**src/rtl/sfs_pkg.sv**
```systemverilog
// Shared types, register indexes, codes and reset values of the safety fault supervisor.
`default_nettype none

package sfs_pkg;

	localparam int TIME_BITS_DEF = 32;
	localparam int SAMPLE_BITS_DEF = 12;

	localparam int CFG_INDEX_BITS = 3;
	localparam int CFG_DATA_BITS = 16;

	localparam int DAY_THRESHOLD_BITS = 12;
	localparam int MAX_FAULTS_BITS = 3;
	localparam int TIMEOUT_BITS = 16;
	localparam int PERIOD_BITS = 10;
	localparam int CODE_BITS = 3;
	localparam int COUNT_BITS = 3;

	typedef enum logic [CFG_INDEX_BITS-1:0] {
		REG_DAY_THRESHOLD = 3'd0,
		REG_MAX_FAULTS    = 3'd1,
		REG_LINK_TIMEOUT  = 3'd2,
		REG_TOLERANT      = 3'd3,
		REG_TICK_PERIOD   = 3'd4
	} cfg_index_e;

	typedef enum logic [1:0] {
		STATUS_OK       = 2'd0,
		STATUS_WARNING  = 2'd1,
		STATUS_DEGRADED = 2'd2,
		STATUS_SAFE     = 2'd3
	} status_e;

	typedef enum logic [CODE_BITS-1:0] {
		REASON_NONE      = 3'd0,
		REASON_MULTI     = 3'd1,
		REASON_LINK      = 3'd2,
		REASON_WATCHDOG  = 3'd3,
		REASON_INTERVAL  = 3'd4
	} reason_e;

	localparam logic [CODE_BITS-1:0] WDG_OK = 3'd0;
	localparam logic [CODE_BITS-1:0] WDG_FAILED = 3'd1;
	localparam logic [CODE_BITS-1:0] WDG_EXPIRED = 3'd2;

	localparam logic [CODE_BITS-1:0] EXT_NONE = 3'd0;
	localparam logic [CODE_BITS-1:0] EXT_MAX = 3'd4;

	localparam logic [CFG_DATA_BITS-1:0] DAY_THRESHOLD_RST = 16'd2048;
	localparam logic [MAX_FAULTS_BITS-1:0] MAX_FAULTS_RST = 3'd2;
	localparam logic [TIMEOUT_BITS-1:0] LINK_TIMEOUT_RST = 16'd100;
	localparam logic [TIMEOUT_BITS-1:0] TOLERANT_RST = 16'd200;
	localparam logic [PERIOD_BITS-1:0] TICK_PERIOD_RST = 10'd10;

	localparam logic [COUNT_BITS-1:0] DEGRADED_COUNT = 3'd2;

	typedef struct packed {
		logic [MAX_FAULTS_BITS-1:0] max_faults;
		logic [TIMEOUT_BITS-1:0]    link_timeout_ms;
		logic [TIMEOUT_BITS-1:0]    tolerant_interval_ms;
		logic [PERIOD_BITS-1:0]     tick_period_ms;
	} cfg_t;

	typedef struct packed {
		logic                 switch_valid;
		logic                 link_check_valid;
		logic                 ambient_valid;
		logic                 lamp_fault;
		logic [CODE_BITS-1:0] watchdog_status;
		logic [CODE_BITS-1:0] ext_reason;
	} tick_flags_t;

	typedef struct packed {
		logic [1:0]            global_status;
		logic                  in_safe_state;
		logic [CODE_BITS-1:0]  safe_reason;
		logic                  safe_lamp_command;
		logic [COUNT_BITS-1:0] fault_count;
		logic                  safe_entered_now;
		logic                  watchdog_fault;
	} result_t;

endpackage

`default_nettype wire

```
**src/rtl/sfs_if.sv**
```systemverilog
// Handshake interfaces for the tick, result and configuration channels.
`default_nettype none

interface sfs_tick_if #(
	parameter int SAMPLE_BITS = sfs_pkg::SAMPLE_BITS_DEF
);
	logic                           valid;
	logic                           ready;
	logic                           switch_valid;
	logic                           link_check_valid;
	logic                           ambient_valid;
	logic [SAMPLE_BITS-1:0]         ambient_level;
	logic                           lamp_fault;
	logic [sfs_pkg::CODE_BITS-1:0]  watchdog_status;
	logic [sfs_pkg::CODE_BITS-1:0]  ext_reason;

	modport source (
		output valid, switch_valid, link_check_valid, ambient_valid, ambient_level,
			lamp_fault, watchdog_status, ext_reason,
		input ready
	);
	modport sink (
		input valid, switch_valid, link_check_valid, ambient_valid, ambient_level,
			lamp_fault, watchdog_status, ext_reason,
		output ready
	);
endinterface

interface sfs_result_if;
	logic                           valid;
	logic                           ready;
	logic [1:0]                     global_status;
	logic                           in_safe_state;
	logic [sfs_pkg::CODE_BITS-1:0]  safe_reason;
	logic                           safe_lamp_command;
	logic [sfs_pkg::COUNT_BITS-1:0] fault_count;
	logic                           safe_entered_now;
	logic                           watchdog_fault;

	modport source (
		output valid, global_status, in_safe_state, safe_reason, safe_lamp_command,
			fault_count, safe_entered_now, watchdog_fault,
		input ready
	);
	modport sink (
		input valid, global_status, in_safe_state, safe_reason, safe_lamp_command,
			fault_count, safe_entered_now, watchdog_fault,
		output ready
	);
endinterface

interface sfs_cfg_if;
	logic                               valid;
	logic                               ready;
	logic [sfs_pkg::CFG_INDEX_BITS-1:0] index;
	logic [sfs_pkg::CFG_DATA_BITS-1:0]  data;

	modport source (
		output valid, index, data,
		input ready
	);
	modport sink (
		input valid, index, data,
		output ready
	);
endinterface

`default_nettype wire

```
**src/rtl/sfs_state.sv**
```systemverilog
// Supervision state, fault timers, safe-state latch and per-tick result evaluation.
`default_nettype none

module sfs_state #(
	parameter int TIME_BITS = sfs_pkg::TIME_BITS_DEF,
	parameter int SAMPLE_BITS = sfs_pkg::SAMPLE_BITS_DEF
) (
	input  wire                     clk,
	input  wire                     arst_n,
	input  wire                     adv,
	input  sfs_pkg::tick_flags_t    flags,
	input  wire [SAMPLE_BITS-1:0]   level,
	input  sfs_pkg::cfg_t           cfg,
	input  wire [SAMPLE_BITS-1:0]   day_threshold,
	output sfs_pkg::result_t        res
);

	logic [TIME_BITS-1:0]                   time_q;
	logic [TIME_BITS-1:0]                   first_fault_q;
	logic                                   interval_run_q;
	logic [sfs_pkg::COUNT_BITS-1:0]         prev_count_q;
	logic [TIME_BITS-1:0]                   link_start_q;
	logic                                   link_run_q;
	logic                                   safe_latched_q;
	logic [sfs_pkg::CODE_BITS-1:0]          reason_q;
	logic                                   lamp_q;
	logic                                   day_q;

	logic [TIME_BITS-1:0]                   period_ext;
	logic [sfs_pkg::COUNT_BITS-1:0]         count;
	logic                                   wdg_fault;
	logic                                   day_d;
	logic [TIME_BITS-1:0]                   first_fault_d;
	logic                                   interval_run_d;
	logic [TIME_BITS-1:0]                   link_start_d;
	logic                                   link_run_d;
	logic                                   ext_trig;
	logic                                   multi_trig;
	logic                                   link_trig;
	logic                                   wdg_trig;
	logic                                   interval_trig;
	logic [sfs_pkg::CODE_BITS-1:0]          ext_code;
	logic [sfs_pkg::CODE_BITS-1:0]          trig_reason;
	logic                                   any_trig;
	logic                                   safe_latched_d;
	logic [sfs_pkg::CODE_BITS-1:0]          reason_d;
	logic                                   lamp_d;
	logic [TIME_BITS-1:0]                   link_elapsed;
	logic [TIME_BITS-1:0]                   fault_elapsed;

	assign period_ext = TIME_BITS'(cfg.tick_period_ms);

	always_comb begin
		wdg_fault = (flags.watchdog_status != sfs_pkg::WDG_OK);
		count = sfs_pkg::COUNT_BITS'(!flags.switch_valid)
			+ sfs_pkg::COUNT_BITS'(!flags.ambient_valid)
			+ sfs_pkg::COUNT_BITS'(flags.lamp_fault)
			+ sfs_pkg::COUNT_BITS'(wdg_fault);

		day_d = flags.ambient_valid ? (level > day_threshold) : day_q;

		ext_trig = (flags.ext_reason != sfs_pkg::EXT_NONE);
		ext_code = (flags.ext_reason > sfs_pkg::EXT_MAX) ? sfs_pkg::EXT_MAX : flags.ext_reason;

		first_fault_d = first_fault_q;
		interval_run_d = interval_run_q;
		if (count != '0 && prev_count_q == '0) begin
			first_fault_d = time_q;
			interval_run_d = 1'b1;
		end
		if (count == '0) begin
			interval_run_d = 1'b0;
		end
		multi_trig = (count >= cfg.max_faults);

		link_elapsed = time_q - link_start_q;
		link_start_d = link_start_q;
		link_run_d = link_run_q;
		link_trig = 1'b0;
		if (!flags.link_check_valid) begin
			if (!link_run_q) begin
				link_start_d = time_q;
				link_run_d = 1'b1;
			end else begin
				link_trig = (link_elapsed >= TIME_BITS'(cfg.link_timeout_ms));
			end
		end else begin
			link_run_d = 1'b0;
		end

		wdg_trig = (flags.watchdog_status inside {sfs_pkg::WDG_FAILED, sfs_pkg::WDG_EXPIRED});

		fault_elapsed = time_q - first_fault_d;
		interval_trig = interval_run_d
			&& (fault_elapsed >= TIME_BITS'(cfg.tolerant_interval_ms));

		any_trig = ext_trig || multi_trig || link_trig || wdg_trig || interval_trig;
		if (ext_trig) begin
			trig_reason = ext_code;
		end else if (multi_trig) begin
			trig_reason = sfs_pkg::REASON_MULTI;
		end else if (link_trig) begin
			trig_reason = sfs_pkg::REASON_LINK;
		end else if (wdg_trig) begin
			trig_reason = sfs_pkg::REASON_WATCHDOG;
		end else begin
			trig_reason = sfs_pkg::REASON_INTERVAL;
		end

		safe_latched_d = safe_latched_q || any_trig;
		reason_d = (!safe_latched_q && any_trig) ? trig_reason : reason_q;
		lamp_d = safe_latched_d ? !day_d : lamp_q;

		res.in_safe_state = safe_latched_d;
		res.safe_reason = reason_d;
		res.safe_lamp_command = lamp_d;
		res.fault_count = count;
		res.safe_entered_now = !safe_latched_q && any_trig;
		res.watchdog_fault = wdg_fault;
		if (safe_latched_d) begin
			res.global_status = sfs_pkg::STATUS_SAFE;
		end else if (count >= sfs_pkg::DEGRADED_COUNT) begin
			res.global_status = sfs_pkg::STATUS_DEGRADED;
		end else if (count != '0) begin
			res.global_status = sfs_pkg::STATUS_WARNING;
		end else begin
			res.global_status = sfs_pkg::STATUS_OK;
		end
	end

	always_ff @(posedge clk or negedge arst_n) begin
		if (!arst_n) begin
			time_q <= '0;
			first_fault_q <= '0;
			interval_run_q <= 1'b0;
			prev_count_q <= '0;
			link_start_q <= '0;
			link_run_q <= 1'b0;
			safe_latched_q <= 1'b0;
			reason_q <= sfs_pkg::REASON_NONE;
			lamp_q <= 1'b0;
			day_q <= 1'b1;
		end else if (adv) begin
			time_q <= time_q + period_ext;
			first_fault_q <= first_fault_d;
			interval_run_q <= interval_run_d;
			prev_count_q <= count;
			link_start_q <= link_start_d;
			link_run_q <= link_run_d;
			safe_latched_q <= safe_latched_d;
			reason_q <= reason_d;
			lamp_q <= lamp_d;
			day_q <= day_d;
		end
	end

	// The safe state is left only through reset.
	assert property (@(posedge clk) disable iff (!arst_n)
		safe_latched_q |=> safe_latched_q)
		else $error("safe state latch dropped");

	assert property (@(posedge clk) disable iff (!arst_n)
		safe_latched_q == (reason_q != sfs_pkg::REASON_NONE))
		else $error("latched reason disagrees with safe state latch");

	assert property (@(posedge clk) disable iff (!arst_n)
		!safe_latched_q |-> !lamp_q)
		else $error("lamp command set before safe state");

	assert property (@(posedge clk) disable iff (!arst_n)
		adv |=> time_q == $past(time_q + period_ext))
		else $error("time counter did not advance by one tick period");

endmodule

`default_nettype wire

```
**src/rtl/safety_fault_supervisor.sv**
```systemverilog
// Top level of the safety fault supervisor: channels, configuration registers, pipeline.
// An accepted tick item is held in the input stage, then evaluated into the result register.
// One tick item per cycle unless the result stalls; the state update uses compares and adds.
// A stalled result holds in the result register while one more item waits in the input stage.
// Reset (arst_n low) clears the safe-state latch, timers and time counter, sets daytime,
// and restores the configuration registers to their default values.
`default_nettype none

module safety_fault_supervisor #(
	parameter int TIME_BITS = sfs_pkg::TIME_BITS_DEF,
	parameter int SAMPLE_BITS = sfs_pkg::SAMPLE_BITS_DEF
) (
	input  wire          clk,
	input  wire          arst_n,
	sfs_tick_if.sink     tick,
	sfs_result_if.source result,
	sfs_cfg_if.sink      cfg
);

	sfs_pkg::cfg_t          cfg_q;
	logic [SAMPLE_BITS-1:0] day_threshold_q;

	logic                   valid_s1;
	sfs_pkg::tick_flags_t   flags_s1;
	logic [SAMPLE_BITS-1:0] level_s1;

	logic                   res_valid_q;
	sfs_pkg::result_t       res_q;
	sfs_pkg::result_t       res_d;

	logic                   adv;
	logic                   tick_acc;

	assign cfg.ready = 1'b1;

	always_ff @(posedge clk or negedge arst_n) begin
		if (!arst_n) begin
			day_threshold_q <= SAMPLE_BITS'(sfs_pkg::DAY_THRESHOLD_RST);
			cfg_q.max_faults <= sfs_pkg::MAX_FAULTS_RST;
			cfg_q.link_timeout_ms <= sfs_pkg::LINK_TIMEOUT_RST;
			cfg_q.tolerant_interval_ms <= sfs_pkg::TOLERANT_RST;
			cfg_q.tick_period_ms <= sfs_pkg::TICK_PERIOD_RST;
		end else if (cfg.valid) begin
			case (cfg.index)
				sfs_pkg::REG_DAY_THRESHOLD: begin
					day_threshold_q <=
						SAMPLE_BITS'(cfg.data[sfs_pkg::DAY_THRESHOLD_BITS-1:0]);
				end
				sfs_pkg::REG_MAX_FAULTS: begin
					cfg_q.max_faults <= cfg.data[sfs_pkg::MAX_FAULTS_BITS-1:0];
				end
				sfs_pkg::REG_LINK_TIMEOUT: begin
					cfg_q.link_timeout_ms <= cfg.data[sfs_pkg::TIMEOUT_BITS-1:0];
				end
				sfs_pkg::REG_TOLERANT: begin
					cfg_q.tolerant_interval_ms <= cfg.data[sfs_pkg::TIMEOUT_BITS-1:0];
				end
				sfs_pkg::REG_TICK_PERIOD: begin
					cfg_q.tick_period_ms <= cfg.data[sfs_pkg::PERIOD_BITS-1:0];
				end
				default: begin
				end
			endcase
		end
	end

	assign adv = valid_s1 && (!res_valid_q || result.ready);
	assign tick.ready = !valid_s1 || adv;
	assign tick_acc = tick.valid && tick.ready;

	always_ff @(posedge clk or negedge arst_n) begin
		if (!arst_n) begin
			valid_s1 <= 1'b0;
		end else if (tick.ready) begin
			valid_s1 <= tick.valid;
		end
	end

	always_ff @(posedge clk) begin
		if (tick_acc) begin
			flags_s1.switch_valid <= tick.switch_valid;
			flags_s1.link_check_valid <= tick.link_check_valid;
			flags_s1.ambient_valid <= tick.ambient_valid;
			flags_s1.lamp_fault <= tick.lamp_fault;
			flags_s1.watchdog_status <= tick.watchdog_status;
			flags_s1.ext_reason <= tick.ext_reason;
			level_s1 <= tick.ambient_level;
		end
	end

	sfs_state #(
		.TIME_BITS(TIME_BITS),
		.SAMPLE_BITS(SAMPLE_BITS)
	) u_state (
		.clk(clk),
		.arst_n(arst_n),
		.adv(adv),
		.flags(flags_s1),
		.level(level_s1),
		.cfg(cfg_q),
		.day_threshold(day_threshold_q),
		.res(res_d)
	);

	always_ff @(posedge clk or negedge arst_n) begin
		if (!arst_n) begin
			res_valid_q <= 1'b0;
		end else if (adv) begin
			res_valid_q <= 1'b1;
		end else if (result.ready) begin
			res_valid_q <= 1'b0;
		end
	end

	always_ff @(posedge clk) begin
		if (adv) begin
			res_q <= res_d;
		end
	end

	assign result.valid = res_valid_q;
	assign result.global_status = res_q.global_status;
	assign result.in_safe_state = res_q.in_safe_state;
	assign result.safe_reason = res_q.safe_reason;
	assign result.safe_lamp_command = res_q.safe_lamp_command;
	assign result.fault_count = res_q.fault_count;
	assign result.safe_entered_now = res_q.safe_entered_now;
	assign result.watchdog_fault = res_q.watchdog_fault;

	assert property (@(posedge clk) disable iff (!arst_n)
		adv |=> res_valid_q)
		else $error("evaluated item did not reach the result register");

	assert property (@(posedge clk) disable iff (!arst_n)
		valid_s1 && res_valid_q && !result.ready |-> !tick.ready)
		else $error("tick accepted while both stages are full and stalled");

	assert property (@(posedge clk) disable iff (!arst_n)
		tick_acc |=> valid_s1)
		else $error("accepted tick item lost from the input stage");

endmodule

`default_nettype wire
```
**src/flat_wrapper.sv**
```systemverilog
// flat-port wrapper written by rule: the top's interface ports become plain ports
module safety_fault_supervisor_flat 
#(
	parameter int TIME_BITS = sfs_pkg::TIME_BITS_DEF,
	parameter int SAMPLE_BITS = sfs_pkg::SAMPLE_BITS_DEF
)
  (clk, arst_n, tick_valid, tick_switch_valid, tick_link_check_valid, tick_ambient_valid, tick_ambient_level, tick_lamp_fault, tick_watchdog_status, tick_ext_reason, tick_ready, result_valid, result_global_status, result_in_safe_state, result_safe_reason, result_safe_lamp_command, result_fault_count, result_safe_entered_now, result_watchdog_fault, result_ready, cfg_valid, cfg_index, cfg_data, cfg_ready);
  sfs_tick_if #(.SAMPLE_BITS(SAMPLE_BITS)) tick_i ();
  sfs_result_if result_i ();
  sfs_cfg_if cfg_i ();
  input  wire clk;
  input  wire arst_n;
  input wire logic [$bits(tick_i.valid)-1:0] tick_valid;
  input wire logic [$bits(tick_i.switch_valid)-1:0] tick_switch_valid;
  input wire logic [$bits(tick_i.link_check_valid)-1:0] tick_link_check_valid;
  input wire logic [$bits(tick_i.ambient_valid)-1:0] tick_ambient_valid;
  input wire logic [$bits(tick_i.ambient_level)-1:0] tick_ambient_level;
  input wire logic [$bits(tick_i.lamp_fault)-1:0] tick_lamp_fault;
  input wire logic [$bits(tick_i.watchdog_status)-1:0] tick_watchdog_status;
  input wire logic [$bits(tick_i.ext_reason)-1:0] tick_ext_reason;
  output wire logic [$bits(tick_i.ready)-1:0] tick_ready;
  output wire logic [$bits(result_i.valid)-1:0] result_valid;
  output wire logic [$bits(result_i.global_status)-1:0] result_global_status;
  output wire logic [$bits(result_i.in_safe_state)-1:0] result_in_safe_state;
  output wire logic [$bits(result_i.safe_reason)-1:0] result_safe_reason;
  output wire logic [$bits(result_i.safe_lamp_command)-1:0] result_safe_lamp_command;
  output wire logic [$bits(result_i.fault_count)-1:0] result_fault_count;
  output wire logic [$bits(result_i.safe_entered_now)-1:0] result_safe_entered_now;
  output wire logic [$bits(result_i.watchdog_fault)-1:0] result_watchdog_fault;
  input wire logic [$bits(result_i.ready)-1:0] result_ready;
  input wire logic [$bits(cfg_i.valid)-1:0] cfg_valid;
  input wire logic [$bits(cfg_i.index)-1:0] cfg_index;
  input wire logic [$bits(cfg_i.data)-1:0] cfg_data;
  output wire logic [$bits(cfg_i.ready)-1:0] cfg_ready;
  assign tick_i.valid = tick_valid;
  assign tick_i.switch_valid = tick_switch_valid;
  assign tick_i.link_check_valid = tick_link_check_valid;
  assign tick_i.ambient_valid = tick_ambient_valid;
  assign tick_i.ambient_level = tick_ambient_level;
  assign tick_i.lamp_fault = tick_lamp_fault;
  assign tick_i.watchdog_status = tick_watchdog_status;
  assign tick_i.ext_reason = tick_ext_reason;
  assign tick_ready = tick_i.ready;
  assign result_valid = result_i.valid;
  assign result_global_status = result_i.global_status;
  assign result_in_safe_state = result_i.in_safe_state;
  assign result_safe_reason = result_i.safe_reason;
  assign result_safe_lamp_command = result_i.safe_lamp_command;
  assign result_fault_count = result_i.fault_count;
  assign result_safe_entered_now = result_i.safe_entered_now;
  assign result_watchdog_fault = result_i.watchdog_fault;
  assign result_i.ready = result_ready;
  assign cfg_i.valid = cfg_valid;
  assign cfg_i.index = cfg_index;
  assign cfg_i.data = cfg_data;
  assign cfg_ready = cfg_i.ready;
  safety_fault_supervisor #(.TIME_BITS(TIME_BITS), .SAMPLE_BITS(SAMPLE_BITS)) u_core (.clk(clk), .arst_n(arst_n), .tick(tick_i), .result(result_i), .cfg(cfg_i));
endmodule
```
**config.mk**
```make
export PLATFORM = sky130hd
export DESIGN_NAME = safety_fault_supervisor_flat
export DESIGN_NICKNAME = d
export VERILOG_FILES = /design/src/rtl/sfs_pkg.sv /design/src/rtl/sfs_if.sv /design/src/rtl/sfs_state.sv /design/src/rtl/safety_fault_supervisor.sv /design/src/flat_wrapper.sv
export SDC_FILE = /design/constraint.sdc
export NUM_CORES = 1
export LEC_CHECK = 0
export BUFFER_PORTS_ARGS = -buffer_cell sky130_fd_sc_hd__buf_2
export CAP_MARGIN = 0
export CORE_MARGIN = 2
export CORE_UTILIZATION = 45
export CTS_CLUSTER_DIAMETER = 200
export DETAILED_ROUTE_END_ITERATION = 7
export GPL_TIMING_DRIVEN = 1
export PLACE_DENSITY = 0.66
export REMOVE_ABC_BUFFERS = 1
export SYNTH_ARGS = -nofsm -noshare
export SYNTH_HDL_FRONTEND = slang
export SYNTH_SLANG_ARGS = --single-unit
```
**constraint.sdc**
```tcl
create_clock -name clk -period 9.1 [get_ports clk]
set_clock_uncertainty 0.05 [all_clocks]
set_input_delay 1.82 -clock clk [delete_from_list [all_inputs] [get_ports clk]]
set_output_delay 1.82 -clock clk [all_outputs]
set_load 0.02 [all_outputs]
```
# After elaboration in Yosys (flattened, before gate mapping)

Cells that the tools add are included.
Widths: inputs -> output; s select.

Register bits after elaboration: 200
Bits in latches: 0
Memory bits (writable): 0
ROM bits: 0
Input port bits: 46
Output and inout bits: 15
Logic and storage cells: 103
Memories: 0

Add/subtract/negate cells: 6
$mul: 0
Div/mod/pow operators: 0
$lt $le $gt $ge: 6
Equal/unequal tests: 6
Shift operators: 0
Multiplexer cells: 18
Bitwise operators: 2
Reductions and logical operators: 33

Operators with widths:

| cell               | count |
|---|---|
| $ge 32x16->1       | 2 |
| $sub 32x32->32     | 2 |
| $add 32x10->32     | 1 |
| $mux 32            | 1 |
| $mux 3             | 6 |
| $gt 12x12->1       | 1 |
| $mux 1             | 11 |
| $reduce_and 2->1   | 5 |
| $eq 3x2->1 const B | 3 |
| $logic_not 3->1    | 3 |
| $reduce_bool 3->1  | 3 |
| $logic_or 1x1->1   | 7 |
| $eq 3x1->1 const B | 2 |
| $logic_not 1->1    | 6 |
| $logic_and 1x1->1  | 5 |
| $reduce_bool 2->1  | 2 |
| $add 2x1->3        | 1 |
| $add 3x1->3        | 1 |
| $eq 3x3->1 const B | 1 |
| $ge 3x2->1 const B | 1 |
| $ge 3x3->1         | 1 |
| $gt 3x3->1 const B | 1 |
| $reduce_and 3->1   | 1 |
| $add 1x1->2        | 1 |
| 2 further kinds    | 3 |

# Depth between registers and ports, before layout

Gate-level depths: netlist of run 1.

Word-level depth: 13
Mapped depth: 34
Depth with buffers taken out: 32

# By module

A second synthesis of run 1 with hierarchy kept.

Cells, all modules: 1,540
Area, all modules: 14,112.3 µm²

By module, submodules not included:

| module                  | times used | cells an instance | area an instance (µm²) | seq. area each (µm²) |
|---|---|---|---|---|
| sfs_state               | 1          | 1,372             | 10,814.1               | 2,678.8 |
| safety_fault_supervisor | 1          | 168               | 3,298.2                | 2,509.9 |

# Worst setup path after synthesis of run 1

OpenSTA, ideal clock, no wires.

Path type: register to register
Start: register u_core.flags_s1[5] (netlist name)
End: register u_core.res_q (netlist bit u_core.result.safe_lamp_command) (data pin)
Setup time: 0.260 ns
Arrival: 7.216 ns
Data required time: 8.790 ns
Path slack: 1.574 ns
Cell stages (with the launch flop): 33
Path buffers: 3
Cell sequence: edfxtp_1 -> or3_1 -> inv_1 -> fa_1 -> inv_1 -> ha_1 -> inv_1 -> ha_1 -> nor3_4 -> nor2_4 -> buf_1 -> buf_1 -> clkbuf_1 -> a21o_1 -> ha_1 -> nor3_1 -> a31oi_1 -> nand4b_1 -> and3_1 -> a21o_1 -> a21oi_1 -> ha_1 -> a21o_1 -> a211oi_1 -> a21o_1 -> a31oi_1 -> a2111o_1 -> a221o_1 -> nand4b_4 -> nor4_2 -> nand4b_4 -> a211oi_4 -> mux2_4

RTL lines:

| what                 | RTL line                       | source |
|---|---|---|
| start, declared      | safety_fault_supervisor.sv:24  | `sfs_pkg::tick_flags_t flags_s1;` |
| end signal, assigned | safety_fault_supervisor.sv:117 | `res_q <= res_d;` |
| end, declared        | safety_fault_supervisor.sv:28  | `sfs_pkg::result_t res_q;` |

==> results of run 1 <==
## per-layer routing
layer	up-vias	wire length [um]
met5	-	0
met4	0	706
met3	47	1780
met2	280	15800
met1	5327	17000
li1	5427	-
## cells by family (layout without fill, tap and decap cells)
kind of cell	count (synthesis)	count (layout)
and+or+nand+nor	430	430
AOI/OAI and AO/OA	399	399
DFF	200	200
buffers and inverters	180	236
adders and majority gates	122	122
muxes	92	92
xor gates and xnor gates	69	69
other	1	1
## registers in the layout, indices dropped and copies added (netlist names), 2 cells and up
signal / flops
u_core.result.fault_count: 3
u_core.cfg_q: 45
u_core.u_state.time_q: 32
u_core.u_state.link_start_q: 32
u_core.result.global_status: 2
u_core.u_state.first_fault_q: 32
u_core.day_threshold_q: 12
u_core.flags_s1: 10
u_core.result.safe_reason: 3
u_core.u_state.reason_q: 3
u_core.u_state.prev_count_q: 3
u_core.level_s1: 12
## power by group through the flow
stage               clock network [mW]  registers (mW)  logic (mW)
detailed placement                   0            1.28        3.14
floorplan                            0            1.23        2.39
CTS                              0.777            1.26        3.16
global route                     0.805            1.29        3.57
finish                           0.761            1.27        3.18
global placement                     0            1.27        3.10
## cells in the mapped netlist, types with 15 or more instances
cell type,count
sky130_fd_sc_hd__a21o_1,40
sky130_fd_sc_hd__a21oi_1,98
sky130_fd_sc_hd__and3_1,16
sky130_fd_sc_hd__clkbuf_1,28
sky130_fd_sc_hd__dfrtp_1,155
sky130_fd_sc_hd__edfxtp_1,34
sky130_fd_sc_hd__ha_1,112
sky130_fd_sc_hd__inv_1,135
sky130_fd_sc_hd__mux2_2,65
sky130_fd_sc_hd__mux2i_1,24
sky130_fd_sc_hd__nand2_1,163
sky130_fd_sc_hd__nand2b_1,32
sky130_fd_sc_hd__nand3_1,34
sky130_fd_sc_hd__nand4_1,16
sky130_fd_sc_hd__nor2_1,68
sky130_fd_sc_hd__nor2b_1,15
sky130_fd_sc_hd__nor3_1,28
sky130_fd_sc_hd__o211ai_1,16
sky130_fd_sc_hd__o21a_1,15
sky130_fd_sc_hd__o21ai_0,119
sky130_fd_sc_hd__xnor2_1,39
sky130_fd_sc_hd__xor2_1,27
## cell type report
type | instances | share of cell area (%)
multi-input cells | 1113 | 52.7
flip-flops and latches | 200 | 34.5
inverters | 135 | 3.37
well taps | 396 | 3.29
clock buffers | 21 | 2.93
repair buffers | 69 | 2.50
clock inverters | 11 | 0.765
## worst max path at each step
stage                                  from                                   endpoint  slack, ns  cells past startpoint
5_1_grt        u_core.flags_s1[5]$_DFFE_PP_  u_core.result.safe_lamp_command$_DFFE_PP_       0.91                     28
3_3_place_gp   u_core.flags_s1[5]$_DFFE_PP_  u_core.result.safe_lamp_command$_DFFE_PP_       1.66                     28
2_1_floorplan  u_core.flags_s1[5]$_DFFE_PP_  u_core.result.safe_lamp_command$_DFFE_PP_       1.85                     27
6_report       u_core.flags_s1[5]$_DFFE_PP_  u_core.result.safe_lamp_command$_DFFE_PP_       1.45                     30
4_1_cts        u_core.flags_s1[5]$_DFFE_PP_  u_core.result.safe_lamp_command$_DFFE_PP_       1.43                     30
3_5_place_dp   u_core.flags_s1[5]$_DFFE_PP_  u_core.result.safe_lamp_command$_DFFE_PP_       1.45                     30
## stage by stage
step                      cell area (um^2)  cells
final                                15000   1945
after global routing                 15000   1945
after floorplan                      13600   1448
after CTS                            15000   1945
after detailed placement             14500   1913
after global placement               14500   1913
## tightest hold or removal path, cell delays in order, from the launching register on
cell and delay (ns):
sky130_fd_sc_hd__dfrtp_1 0.35, sky130_fd_sc_hd__nand2_1 0.05, sky130_fd_sc_hd__o21ai_0 0.06
==> qor.txt, run 1 <==
SYNTH
----------------------------------------------------------------------------------------
Fraction of the mapped netlist area in compound gates                              18.7%
Average cell area after synthesis                                              9.25 um^2
Netlist cell types                                                                    91
Cell types with the largest area share after synthesis                      sky130_fd_sc_hd__dfrtp_1 (28%), sky130_fd_sc_hd__ha_1 (10%), sky130_fd_sc_hd__edfxtp_1 (7.4%)
Share of synthesized area occupied by flip-flops and latches                       37.6%
Synth Area in Simple Gates                                                         15.7%
Async S/R FF share, synth                                                          83.0%
Ys Warns                                                                               0
Post-Synth Adder-Cell Area                                                         11.1%
Main combinational cell family by area after synthesis                      compound AO/OA/AOI/OAI gates
Share of the synthesized area in the top cell type                                 28.1%
Number of standard cells after synthesis                                           1,493
Post-synth EDFFs                                                                      34
Total standard cell area after synthesis                                     0.0138 mm^2
Xor and xnor area share after synthesis                                            4.54%
Number of synthesized register bits                                                  200
Cell type contributing the most total cell area after synthesis             sky130_fd_sc_hd__dfrtp_1
Multiplexer share of the synthesized area                                          7.34%
Dominant register cell in the synthesized netlist                           sky130_fd_sc_hd__dfrtp_1

STA
----------------------------------------------------------------------------------------
Pins Over Slew Limit                                                                   0
Worst max-slew margin expressed relative to the limit                              26.4%
Max Fclk                                                                       0.131 GHz
Unrepaired setup endpoints after global routing                                    false
Final setup slack of the worst path                                              1.45 ns
Actual transition at the worst max-transition pin                                1.10 ns
Clock period minus final worst setup slack                                       7.65 ns
Worst hold slack                                                                0.432 ns
Finish-stage setup viols                                                               0
Hold Fails Final Rpt                                                                   0
Portion of the clock cycle consumed by the worst path in the final layout          84.0%
Fin Setup TNS                                                                       0 ns

POWER
----------------------------------------------------------------------------------------
Leak                                                                             7.05 nW
Part of the power in the clock network                                             14.6%
Share of total power in sequential cells                                           24.3%
Pwr/cell area                                                                346 mW/mm^2
Internal power                                                                   2.83 mW
Maximum ir drop on the vdd rail                                               0.000209 V
Total power                                                                      5.21 mW
Switching power as a share of total power                                          45.6%
Combinational cell fraction of total power                                         61.1%
Switching power                                                                  2.38 mW

WORST SETUP PATH
----------------------------------------------------------------------------------------
CP Capture Type                                                                flip-flop
CP max FO                                                                              7
Number of buffer and inverter instances along the worst setup path                     4
Data arrival time at the worst-slack endpoint                                    7.81 ns
Top delay family on crit path                                               simple AND/OR/NAND/NOR gates
Type of origin of the critical path                                            flip-flop
Number of cells on the worst reg-to-reg path                                          30
Most frequent cell on the critical path                                     sky130_fd_sc_hd__ha_1
Worst R2R Setup Slack                                                            1.45 ns
Maximum single-stage delay on the critical path                                  0.43 ns
End of the worst register-to-register path                                  u_core.result.safe_lamp_command$_DFFE_PP_
CP max stage cell                                                           sky130_fd_sc_hd__or3_1
Type of the worst setup path                                                     reg2reg
Worst endpoint required time                                                     9.26 ns
Crit Reg-Reg Startpoint                                                     u_core.flags_s1[5]$_DFFE_PP_

GLOBAL ROUTE
----------------------------------------------------------------------------------------
Global routing's busiest layer                                                      met2
Remaining global-route overflow                                                        0
Vias in the first global route                                                    10,700
Pin count of the biggest net entering global routing                                  95
Wire length of the first global-routing pass                                     57.5 mm
Number of antenna violations at the first check in global routing                      0
Met3 track demand over resource                                                    3.35%
Fraction of met1 tracks used by global routing                                     33.4%
All-Layer GR Usage                                                                 23.2%
GRT met2 Usage                                                                     36.3%

FINAL LAYOUT
----------------------------------------------------------------------------------------
P&R area growth vs syn                                                             9.01%
Final-layout fill cell count                                                       2,843
Fraction of final layout cells with drive strength greater than 1                  13.1%
Most frequent cells in the layout                                           sky130_fd_sc_hd__nand2_1 (163), sky130_fd_sc_hd__dfrtp_1 (155), sky130_fd_sc_hd__inv_1 (135)
Area of the multi-input gates                                               0.00793 mm^2
Antenna diode instance count                                                           0
Core Util, Final                                                                   49.5%
Leading cell type in the layout, fill and taps excluded                     sky130_fd_sc_hd__nand2_1
Register cell area after layout                                             0.00519 mm^2
Count of nets after finishing                                                      1,697

FLOORPLAN
----------------------------------------------------------------------------------------
Total die area                                                               0.0321 mm^2
Number of placement rows                                                              64
Overall die height                                                                179 um
Initial core utilization                                                           45.4%
Core Box Area                                                                0.0304 mm^2
Die width                                                                         179 um
Io pins                                                                               61

CTS
----------------------------------------------------------------------------------------
Clock-pin slew of the registers on the worst-case setup and hold paths           0.08 ns
Worst-Skew Late Latency                                                          0.46 ns
Number of gates resized after CTS                                                      0
Cts bufs inserted                                                                     17
Clock root buffer                                                           sky130_fd_sc_hd__clkbuf_16
Sink Count                                                                           200
Largest buffer count on any clock path                                                 2
CTS H-tree lvls                                                                        4
Clock tree from TritonCTS                                                            yes
Total of hold buffers inserted after clock tree synthesis                              0
Post-CTS setup buffers                                                                 0

PLACEMENT
----------------------------------------------------------------------------------------
Detailed Place HPWL                                                              27.0 mm
IO Port Bufs                                                                          59
GP Congestion                                                                      0.920
Minimum setup slack after placement                                              1.45 ns

WORST HOLD PATH
----------------------------------------------------------------------------------------
Hold Path Sink                                                              u_core.u_state.link_start_q[9]$_DFFE_PN0P_
Hold-critical path depth                                                               2
Type of the worst min-delay path                                                 reg2reg
Hold wc startpoint                                                          u_core.u_state.link_start_q[9]$_DFFE_PN0P_

DRT
----------------------------------------------------------------------------------------
Length of the first detailed-routing pass in iterations                                6
Via total after detailed routing                                                  11,100
Remaining DRCs                                                                         0
Post-DRT Antenna Nets                                                                  0
Detailed-route wire length                                                       35.2 mm
Via density per instance                                                            5.70
DRC violation total after the first TritonRoute iteration                            717
Wire per inst                                                                    18.1 um

FLOW RUN
----------------------------------------------------------------------------------------
Max-cap viol count                                                                     0

RUN STATUS
----------------------------------------------------------------------------------------
Outcome                                                                        completed

No activity file was read; power rests on OpenSTA's default activity.
==> run 2: changes to the inputs <==
- ABC_AREA: unset -> 1
- PLACE_DENSITY: 0.66 -> 0.69
- clock period: 9.1 -> 6.8 ns (I/O delays scaled with it)
==> run 2 against run 1 <==
Worst hold slack better by 0.00074 ns. First-iteration DRC count up 28%. Area after synthesis up 5.1%. Cell count up 27%. Largest cell class unchanged. Largest power group unchanged.
==> qor.txt, run 2 <==
PLACEMENT
----------------------------------------------------------------------------------------
GP Congestion                                                                      0.965   +4.8%
Detailed Place HPWL                                                              32.1 mm   +19%
IO Port Bufs                                                                          59   unchanged
Placement-stage cell area                                                    0.0152 mm^2   +4.7%
Minimum setup slack after placement                                             0.840 ns   -0.607 ns
Inst Count DP                                                                      2,438   +27%

CTS
----------------------------------------------------------------------------------------
Clock tree from TritonCTS                                                            yes
Post-CTS setup buffers                                                                 0   unchanged
Clock root buffer                                                           sky130_fd_sc_hd__clkbuf_16
Worst-Skew Late Latency                                                          0.45 ns   about the same
Sink Count                                                                           200   unchanged
Number of gates resized after CTS                                                      0   unchanged
Cts bufs inserted                                                                     17   unchanged
Largest buffer count on any clock path                                                 2   unchanged
Total of hold buffers inserted after clock tree synthesis                              0   unchanged
Clock-pin slew of the registers on the worst-case setup and hold paths           0.08 ns   about the same
CTS H-tree lvls                                                                        4   unchanged

POWER
----------------------------------------------------------------------------------------
Part of the power in the clock network                                             12.8%   -1.8 points
Switching power                                                                  4.45 mW   +87%
Combinational cell fraction of total power                                         66.1%   +5.0 points
Internal power                                                                   4.08 mW   +44%
Switching power as a share of total power                                          52.2%   +6.6 points
Pwr/cell area                                                                540 mW/mm^2   +56%
Share of total power in sequential cells                                           21.1%   -3.2 points
Leak                                                                             8.21 nW   +16%
Maximum ir drop on the vdd rail                                               0.000215 V   +3.3%
Total power                                                                      8.53 mW   +64%

WORST SETUP PATH
----------------------------------------------------------------------------------------
Most frequent cell on the critical path                                     sky130_fd_sc_hd__nand2_1
CP Capture Type                                                                flip-flop
CP max FO                                                                             37   +30
CP max stage cell                                                           sky130_fd_sc_hd__buf_4
Type of the worst setup path                                                     reg2reg
Maximum single-stage delay on the critical path                                  0.47 ns   +0.04 ns
Data arrival time at the worst-slack endpoint                                    6.15 ns   -1.66 ns
Crit Reg-Reg Startpoint                                                     u_core.flags_s1[4]$_DFFE_PP_
Type of origin of the critical path                                            flip-flop
CP startpoint                                                               u_core.flags_s1[4]$_DFFE_PP_
Worst endpoint required time                                                     6.96 ns   -2.30 ns

GLOBAL ROUTE
----------------------------------------------------------------------------------------
Wire length of the first global-routing pass                                     65.1 mm   +13%
Remaining global-route overflow                                                        0   unchanged
Vias in the first global route                                                    12,400   +16%
Number of antenna violations at the first check in global routing                      0   unchanged
Pin count of the biggest net entering global routing                                  65   -32%
All-Layer GR Usage                                                                 24.7%   +1.6 points

FLOORPLAN
----------------------------------------------------------------------------------------
Io pins                                                                               61   unchanged
Overall die height                                                                184 um   +2.5%
Initial core utilization                                                           45.9%   +0.50 points
Core Box Area                                                                0.0316 mm^2   +4.0%
Die width                                                                         184 um   +2.5%
Number of placement rows                                                              65   +1.6%
Total die area                                                               0.0337 mm^2   +5.0%

FLOW RUN
----------------------------------------------------------------------------------------
Max-cap viol count                                                                     0   unchanged

FINAL LAYOUT
----------------------------------------------------------------------------------------
Register containing the most flip-flops in the final layout                 u_core.cfg_q
Leading cell type in the layout, fill and taps excluded                     sky130_fd_sc_hd__nand2_1
Most frequent cells in the layout                                           sky130_fd_sc_hd__nand2_1 (563), sky130_fd_sc_hd__inv_1 (328), sky130_fd_sc_hd__o21ai_0 (207)
Antenna diode instance count                                                           0   unchanged
Fraction of final layout cells with drive strength greater than 1                  9.67%   -3.4 points
Count of nets after finishing                                                      2,216   +31%
Largest register FFs                                                                  45   unchanged
Number of non-filler instances in the completed layout                             2,470   +27%
Core Util, Final                                                                   50.0%   +0.52 points
P&R area growth vs syn                                                             8.97%   about the same
Post-route design area                                                       0.0158 mm^2   +5.1%

STA
----------------------------------------------------------------------------------------
Actual transition at the worst max-transition pin                                1.19 ns   +0.0856 ns
Pins Over Slew Limit                                                                   0   unchanged
Finish-stage setup viols                                                               0   unchanged
Max Fclk                                                                       0.167 GHz   +28%
Final setup slack of the worst path                                             0.810 ns   -0.644 ns
Portion of the clock cycle consumed by the worst path in the final layout          88.1%   +4.1 points
Unrepaired setup endpoints after global routing                                    false
Hold Fails Final Rpt                                                                   0   unchanged
Worst max-slew margin expressed relative to the limit                              20.5%   -5.9 points
Worst hold slack                                                                0.433 ns   +0.000744 ns
Fin Setup TNS                                                                       0 ns   unchanged
Clock period minus final worst setup slack                                       5.99 ns   -1.66 ns

SYNTH
----------------------------------------------------------------------------------------
Share of synthesized area occupied by flip-flops and latches                       35.8%   -1.8 points
Post-synth EDFFs                                                                      34   unchanged
Number of standard cells after synthesis                                           2,010   +35%
Number of synthesized register bits                                                  200   unchanged
Most frequent cell after synthesis                                          sky130_fd_sc_hd__nand2_1
Total standard cell area after synthesis                                     0.0145 mm^2   +5.1%
List of most frequent post-synthesis cells                                  sky130_fd_sc_hd__nand2_1 (564), sky130_fd_sc_hd__inv_1 (328), sky130_fd_sc_hd__o21ai_0 (207), sky130_fd_sc_hd__dfrtp_1 (155), sky130_fd_sc_hd__nor2_1 (128)
Ys Warns                                                                               0   unchanged
Async S/R FF share, synth                                                          83.0%   unchanged
Share of the synthesized area in the top cell type                                 26.7%   -1.4 points
Cell types with the largest area share after synthesis                      sky130_fd_sc_hd__dfrtp_1 (27%), sky130_fd_sc_hd__nand2_1 (15%), sky130_fd_sc_hd__ha_1 (9.7%)
Dominant register cell in the synthesized netlist                           sky130_fd_sc_hd__dfrtp_1
Average cell area after synthesis                                              7.22 um^2   -22%
Netlist cell types                                                                    50   -45%
Cell type contributing the most total cell area after synthesis             sky130_fd_sc_hd__dfrtp_1

RUN STATUS
----------------------------------------------------------------------------------------
Outcome                                                                        completed

DRT
----------------------------------------------------------------------------------------
DRC violation total after the first TritonRoute iteration                            919   +28%
Wire per inst                                                                    16.3 um   -9.8%
Post-DRT Antenna Nets                                                                  0   unchanged
Detailed-route wire length                                                       40.3 mm   +15%
Via density per instance                                                            5.28   -7.3%
Via total after detailed routing                                                  13,000   +18%
Length of the first detailed-routing pass in iterations                                6   unchanged
Remaining DRCs                                                                         0   unchanged

WORST HOLD PATH
----------------------------------------------------------------------------------------
Hold wc startpoint                                                          u_core.u_state.first_fault_q[16]$_DFFE_PN0P_
Type of the worst min-delay path                                                 reg2reg

## run 2: layer usage
layer	GRT usage, %	wire, um
met4	5.98	547
met2	41.7	19100
met3	3.39	2100
met1	33.6	18600
met5	0	0
## run 2: final timing paths
path | endpoint | slack, ns | depth (start not counted)
min | u_core.u_state.first_fault_q[16]$_DFFE_PN0P_ | 0.43 | 2
min in group asynchronous | u_core.u_state.reason_q[0]$_DFFE_PN0P_ | 0.80 | 1
max reg2reg | u_core.result.safe_reason[0]$_DFFE_PP_ | 0.81 | 44
max in group asynchronous | u_core.u_state.link_start_q[21]$_DFFE_PN0P_ | 4.68 | 2
max | u_core.result.safe_reason[0]$_DFFE_PP_ | 0.81 | 44
min reg2reg | u_core.u_state.first_fault_q[16]$_DFFE_PN0P_ | 0.43 | 2
## run 2: layout make-up
type                    instances  area, um^2
fillers                      3150       15800
repair buffers                 65         347
clock inverters                13         176
inverters                     343        1290
clock buffers                  19         454
multi-input cells            1428        7860
well taps                     402         503
flip-flops and latches        200        5190
## run 2: power groups by stage
stage / Sequential (mW) / Combinational, mW / Clock, mW
after floorplan: 1.74 / 4.21 / 0
after global placement: 1.81 / 5.49 / 0
after detailed placement: 1.81 / 5.55 / 0
after CTS: 1.80 / 5.61 / 1.10
after global routing: 1.84 / 6.44 / 1.15
final: 1.80 / 5.64 / 1.09
## run 2: logic make-up (layout without fill, tap and decap cells)
| logic type | after synthesis | in the layout | share of synthesized area [%] |
|---|---|---|---|
| AOI/OAI and AO/OA | 344 | 344 | 12.5 |
| xor gates and xnor gates | 55 | 55 | 3.32 |
| adders and majority gates | 115 | 115 | 10.1 |
| buffers and inverters | 382 | 440 | 10.1 |
| DFF | 200 | 200 | 35.8 |
| other | 1 | 1 | 0.0258 |
| and+or+nand+nor | 913 | 913 | 28.2 |
## run 2: critical path, delay by kind of cell, from the launching register on
kind	cells	cell delay, ns
compound gates	3	0.37
xor+xnor	1	0.14
fa+ha+maj	6	1.58
buf+inv	7	0.85
flops	1	0.39
simple gates	27	2.38
